**config.mk**
```make
export PLATFORM = sky130hd
export DESIGN_NAME = sphit_cordic
export DESIGN_NICKNAME = d
export VERILOG_FILES = /design/src/sphit_pkg.sv /design/src/sphit_cordic.sv
export SDC_FILE = /design/constraint.sdc
export NUM_CORES = 1
export LEC_CHECK = 0
export ABC_AREA = 1
export BUFFER_PORTS_ARGS = -buffer_cell sky130_fd_sc_hd__buf_2
export CAP_MARGIN = 20
export CORE_AREA = 2 2 267 269
export CTS_CLUSTER_SIZE = 20
export DETAILED_ROUTE_END_ITERATION = 10
export DIE_AREA = 0 0 269 271
export PLACE_DENSITY = 0.6
export SETUP_SLACK_MARGIN = 0.3
export SLEW_MARGIN = 40
export SYNTH_ARGS = -nofsm -noshare
export SYNTH_HDL_FRONTEND = slang
export SYNTH_SLANG_ARGS = --single-unit
```
**constraint.sdc**
```tcl
create_clock -name clock -period 9.3 [get_ports clock]
set_input_delay 1.395 -clock clock [delete_from_list [all_inputs] [get_ports clock]]
set_output_delay 1.395 -clock clock [all_outputs]
set_load 0.05 [all_outputs]
```
**src/sphit_pkg.sv**
```systemverilog
// Shared types, codes and constants of the sprite point hit test.
package sphit_pkg;

   localparam int COORD_W     = 32;
   localparam int CSR_INDEX_W = 3;
   localparam int CSR_DATA_W  = 64;

   // Quotient magnitude is held to 2^40, so 41 quotient bits cover it.
   localparam int QUOT_BITS = 41;
   localparam logic [QUOT_BITS-1:0] QUOT_LIMIT = QUOT_BITS'(1) << (QUOT_BITS - 1);

   localparam int CORDIC_ITERS = 30;
   localparam int XW           = 34;
   localparam int ZW           = 33;
   localparam int TRIG_W       = 32;
   localparam logic signed [XW-1:0] CORDIC_GAIN_Q30 = 34'sd652032874;
   localparam logic [63:0] TWO_PI_Q30 = 64'd6746518852;

   typedef enum logic [CSR_INDEX_W-1:0] {
      CSR_POSITION     = 3'd0,
      CSR_ROTATION     = 3'd1,
      CSR_SET_SIZE     = 3'd2,
      CSR_TEXTURE_SIZE = 3'd3,
      CSR_DRAW_SCALE   = 3'd4,
      CSR_PIVOT        = 3'd5,
      CSR_FLAGS        = 3'd6
   } csr_index_type;

   typedef enum logic [1:0] {
      ST_OK     = 2'd0,
      ST_HIDDEN = 2'd1,
      ST_ZERO   = 2'd2
   } status_type;

   typedef enum logic [1:0] {
      CS_IDLE,
      CS_ANGLE,
      CS_ITER,
      CS_DONE
   } cordic_state_type;

   typedef struct packed {
      logic signed [TRIG_W-1:0] cos_q28;
      logic signed [TRIG_W-1:0] sin_q28;
   } trig_type;

   // Arctangent of 2^-i in Q30 radians.
   function automatic logic signed [ZW-1:0] atan_q30(input logic [4:0] i);
      logic signed [ZW-1:0] a;
      begin
         case (i)
            5'd0:    a = 33'sd843314857;
            5'd1:    a = 33'sd497837829;
            5'd2:    a = 33'sd263043837;
            5'd3:    a = 33'sd133525159;
            5'd4:    a = 33'sd67021687;
            5'd5:    a = 33'sd33543516;
            5'd6:    a = 33'sd16775851;
            5'd7:    a = 33'sd8388437;
            5'd8:    a = 33'sd4194283;
            5'd9:    a = 33'sd2097149;
            5'd10:   a = 33'sd1048576;
            default: a = 33'sd1 <<< (5'd30 - i);
         endcase
         return a;
      end
   endfunction

endpackage

```
**src/sphit_cordic.sv**
```systemverilog
// Sequential CORDIC that turns the rotation register into Q28 cosine and sine.
module sphit_cordic #(
   parameter int ANGLE_BITS = 16
) (
   input  logic                 clock,
   input  logic                 reset,
   input  logic                 start,
   input  logic [ANGLE_BITS-1:0] angle,
   output logic                 busy,
   output sphit_pkg::trig_type  trig
);

   localparam int XW = sphit_pkg::XW;
   localparam int ZW = sphit_pkg::ZW;

   sphit_pkg::cordic_state_type state_ff, state_in;
   logic [4:0]            iter_ff;
   logic [1:0]            quad_ff;
   logic signed [XW-1:0]  x_ff, y_ff;
   logic signed [ZW-1:0]  z_ff;
   sphit_pkg::trig_type   trig_ff;

   logic signed [XW-1:0]  xs, ys, xr, yr, xr_rnd, yr_rnd;
   logic [63:0]           res_prod;

   always_ff @(posedge clock) begin
      if (reset) begin
         state_ff <= sphit_pkg::CS_ANGLE;
      end else begin
         state_ff <= state_in;
      end
   end

   always_comb begin
      state_in = state_ff;
      case (state_ff)
         sphit_pkg::CS_IDLE:  state_in = sphit_pkg::CS_IDLE;
         sphit_pkg::CS_ANGLE: state_in = sphit_pkg::CS_ITER;
         sphit_pkg::CS_ITER: begin
            if (iter_ff == 5'(sphit_pkg::CORDIC_ITERS - 1)) state_in = sphit_pkg::CS_DONE;
         end
         sphit_pkg::CS_DONE:  state_in = sphit_pkg::CS_IDLE;
         default:             state_in = sphit_pkg::CS_IDLE;
      endcase
      // A register write restarts the whole computation.
      if (start) state_in = sphit_pkg::CS_ANGLE;
   end

   assign res_prod = 64'(angle[ANGLE_BITS-3:0]) * sphit_pkg::TWO_PI_Q30;
   assign xs = x_ff >>> iter_ff;
   assign ys = y_ff >>> iter_ff;

   always_comb begin
      case (quad_ff)
         2'd1: begin
            xr = -y_ff;
            yr = x_ff;
         end
         2'd2: begin
            xr = -x_ff;
            yr = -y_ff;
         end
         2'd3: begin
            xr = y_ff;
            yr = -x_ff;
         end
         default: begin
            xr = x_ff;
            yr = y_ff;
         end
      endcase
      xr_rnd = (xr + 34'sd2) >>> 2;
      yr_rnd = (yr + 34'sd2) >>> 2;
   end

   always_ff @(posedge clock) begin
      case (state_ff)
         sphit_pkg::CS_ANGLE: begin
            quad_ff <= angle[ANGLE_BITS-1:ANGLE_BITS-2];
            z_ff    <= ZW'(res_prod >> ANGLE_BITS);
            x_ff    <= sphit_pkg::CORDIC_GAIN_Q30;
            y_ff    <= '0;
            iter_ff <= '0;
         end
         sphit_pkg::CS_ITER: begin
            if (!z_ff[ZW-1]) begin
               x_ff <= x_ff - ys;
               y_ff <= y_ff + xs;
               z_ff <= z_ff - sphit_pkg::atan_q30(iter_ff);
            end else begin
               x_ff <= x_ff + ys;
               y_ff <= y_ff - xs;
               z_ff <= z_ff + sphit_pkg::atan_q30(iter_ff);
            end
            iter_ff <= iter_ff + 5'd1;
         end
         sphit_pkg::CS_DONE: begin
            trig_ff.cos_q28 <= sphit_pkg::TRIG_W'(xr_rnd);
            trig_ff.sin_q28 <= sphit_pkg::TRIG_W'(yr_rnd);
         end
         default: begin
         end
      endcase
   end

   assign busy = (state_ff != sphit_pkg::CS_IDLE);
   assign trig = trig_ff;

endmodule

```
==> summary.md <==
| Metric | Value |
|---|---|
| Total of buffers placed on input and output ports | 83 |
| Count of state elements after synthesis | 174 |
| Slew at the pin closest to its max-slew limit | 891.3 ps |
| Share of total power in combinational logic | 79.0% |
| First-pass detailed-route iteration total | 8 |
| Number of standard cells in the layout, taps in and fillers out | 5800 |
| Share of the clock period used by the worst path | 73.16% |
| Final TNS setup | 0 ps |
| First-pass GRT wire length | 178.1 mm |
| Slowest cell on crit path | fa_1 |
| Initial drt markers | 3269 |
| Final standard cell area without fillers | 33070 um^2 |
| Worst setup EP type | register |
| Element type at the critical path start | primary input |
| Path category of the worst min-delay check | register to register |
| Global Route Usage Sum | 31.87% |
| Drt drc | 0 |
| Die width | 269 um |
| Type of the worst setup path | primary input to register |
| Height of the die | 271 um |
| Setup violators final | 0 |
| Yosys warns | 0 |
| Initial antenna violation count | 7 |
| Clock tree from TritonCTS | built |
| Total overflow reported by the global router | 0 |
| Area share of the largest cell type after synthesis | 16.51% |
| Area of the mapped netlist | 31280 um^2 |
| Number of buffers between clock root and the deepest sink | 2 |
| Outcome | finished clean |
| Max transition margin | 40.58% |
| Async set-reset flop share out of synthesis | 0% |
| FP Rows | 97 |
| Max Clock Freq | 0.1470 GHz |
| Post-Route Skew | 27.15 ps |
| Hold buffer count at CTS | 0 |
| Share of post-route cells with drive strength above 1 | 6.546% |
| Clock Power Share | 8.0% |
| Main flop type after synthesis | edfxtp_1 |
| Starting utilization of the core area | 44.83% |
| Most common cell on crit path | fa_1 |
| HPWL Detailed | 91.33 mm |
| Vias in the first global route | 31028 |
| Cts bufs inserted | 17 |
| Root buffer cell | clkbuf_16 |
| Clock period minus final worst setup slack | 6804 ps |
| Average routed wire per standard cell | 20.02 um |
| Unrepaired setup endpoints after global routing | no |
| Number of antenna-violating nets in the routed design | 0 |
| Average via count per standard cell | 5.679 |
| Count of vias placed by the detailed router | 32938 |
| Count of flip-flops with a built-in enable after synthesis | 172 |
| Max stage delay on crit path | 560 ps |
| Fraction of the core area covered by cells at the end of the flow | 47.39% |
| Final hold viol count | 0 |
| Skew-Pair Late Insertion Delay | 510 ps |
| # fillers | 7426 |
| Data arrival at the endpoint of the critical path | 7060 ps |
| Total wire length | 116.1 mm |
| Sw Share | 58.78% |
| Switching power total | 6.120 mW |
| Post-layout nets | 5263 |
| Core area | 69790 um^2 |
| Tightest hold margin | 576.6 ps |
| P_leak | 15.58 nW |
| Library cells used by synthesis | 66 |
| Post-synth top cells | 1233 x nand2_1, 585 x inv_1, 582 x nand3_1 |
| Final number of max-transition violations | 0 |
| Global placer's final weighted congestion | 0.9842 |
| Number of nets in the synthesized netlist | 5266 |
| Biggest fanout along the worst timing path | 9 |
| Leading post-synthesis cells by cell area | edfxtp_1 17%, nand2_1 15%, ha_1 11%, nand3_1 9.3%, fa_1 7.7% |
| Die Footprint | 72900 um^2 |
| Relative area change from synthesis to final layout | 5.703% |
| Worst path required time | 9560 ps |
| Gates resized, CTS repair | 0 |
| Synthesized area per cell | 6.453 um^2 |
| Maximum vdd ir drop | 0.4030 mV |
| Leading area contributor after synthesis | edfxtp_1 |
| Power density of the placed cells | 314.8 nW/um^2 |
| Ports placed on the boundary | 84 |
| Number of maximum-capacitance violations | 0 |
| Synthesized instance count | 4848 |
| CTS H-tree lvls | 4 |
| Number of cells after detailed placement | 5765 |
| Count of clock tree sinks | 174 |
| Pin count of the biggest net entering global routing | 74 |
| Relative contribution of sequential cells to total power | 13.0% |
| Proportion of synthesized chip area in sequential cells | 16.64% |
| Clock-pin slew on the worst setup and hold paths | 80 ps |
| Cell with the most instances after synthesis | nand2_1 |
| Buffers inserted during post-CTS setup optimization | 0 |
| Placed standard-cell area | 32390 um^2 |
| Internal power summed over all cells | 4.291 mW |
## final cells by class
type | instances | area [um^2] | area share (%)
clock inverters | 15 | 215.2 | 0.6508
repair buffers | 110 | 638.1 | 1.930
diodes | 2 | 5.005 | 0.01513
multi-input cells | 3928 | 23090 | 69.81
inverters | 614 | 2317 | 7.007
flip-flops and latches | 174 | 5205 | 15.74
clock buffers | 17 | 425.4 | 1.286
well taps | 940 | 1176 | 3.557
## sequential cells by signal, summed over array words and instances (netlist names)
signal / count
y_ff: 34
state_ff: 2
quad_ff: 2
iter_ff: 5
x_ff: 34
z_ff: 33
trig: 64
## per-stage QoR
stage	total power [mW]	worst slack, ps
finish	10.41	2496
global route	11.52	2195
CTS	10.40	2627
global placement	9.515	2149
detailed placement	9.518	2058
floorplan	7.251	2795
## power groups by stage
stage               Sequential (mW)  Clock (mW)  Combinational, mW
finish                         1.35       0.828               8.23
global route                   1.35       0.868               9.30
global placement               1.36           0               8.15
detailed placement             1.36           0               8.16
CTS                            1.35       0.855               8.20
floorplan                      1.32           0               5.93
## worst max-delay path, delay by kind of cell
family	cells	cell delay, ps
simple gates	7	640
fa+ha+maj	7	3470
buf+inv	6	540
compound gates	5	1000
## logic make-up (layout without fill, tap and decap cells)
group / Yosys count / count (layout) / synth area share (%)
simple gates: 2585 / 2585 / 36.10
xor+xnor: 163 / 163 / 4.683
flops: 174 / 174 / 16.64
fa+ha+maj: 399 / 399 / 18.84
other cells: 0 / 2 / 0
buf+inv: 746 / 756 / 9.659
compound gates: 781 / 781 / 14.09
## cells in the final DEF (no fill, tap or decap), types with 8 or more instances in the layout
cell       count
or2_2         13
nor2_1       503
nand2_2       26
buf_2         83
nand4_1       71
ha_1         276
inv_2         23
clkbuf_16     17
o21ai_1       45
nand3b_1       9
a21boi_0       8
nand2_1     1233
nor4_1         8
o211ai_1      24
nor2_2        33
o21a_1        34
nor2_4        12
nor3_1        45
inv_1        583
nand3_2       11
xnor2_1       61
edfxtp_1     172
fa_1         120
a21o_1        16
o21ai_0      277
buf_4         24
o21bai_1      16
nand3_1      582
xor2_1       100
a21oi_1      283
nor3_2        19
a31oi_1       27
## routing by layer
layer	global-route usage, %	part of all wire, %
met5	0	0.043
met4	17.70	6.3
met3	5.279	6.8
met2	53.14	47
met1	38.85	40
## final timing paths
kind,start,slack [ps],cells after the start,endpoint
worst min register to register,state_ff[0],580,2,state_ff[0]
worst min-delay path,state_ff[0],580,2,state_ff[0]
worst max-delay path,angle[3],2500,25,z_ff[22]
worst max register to register,iter_ff[1],3130,33,z_ff[27]
(Power assumes the default switching activity.)
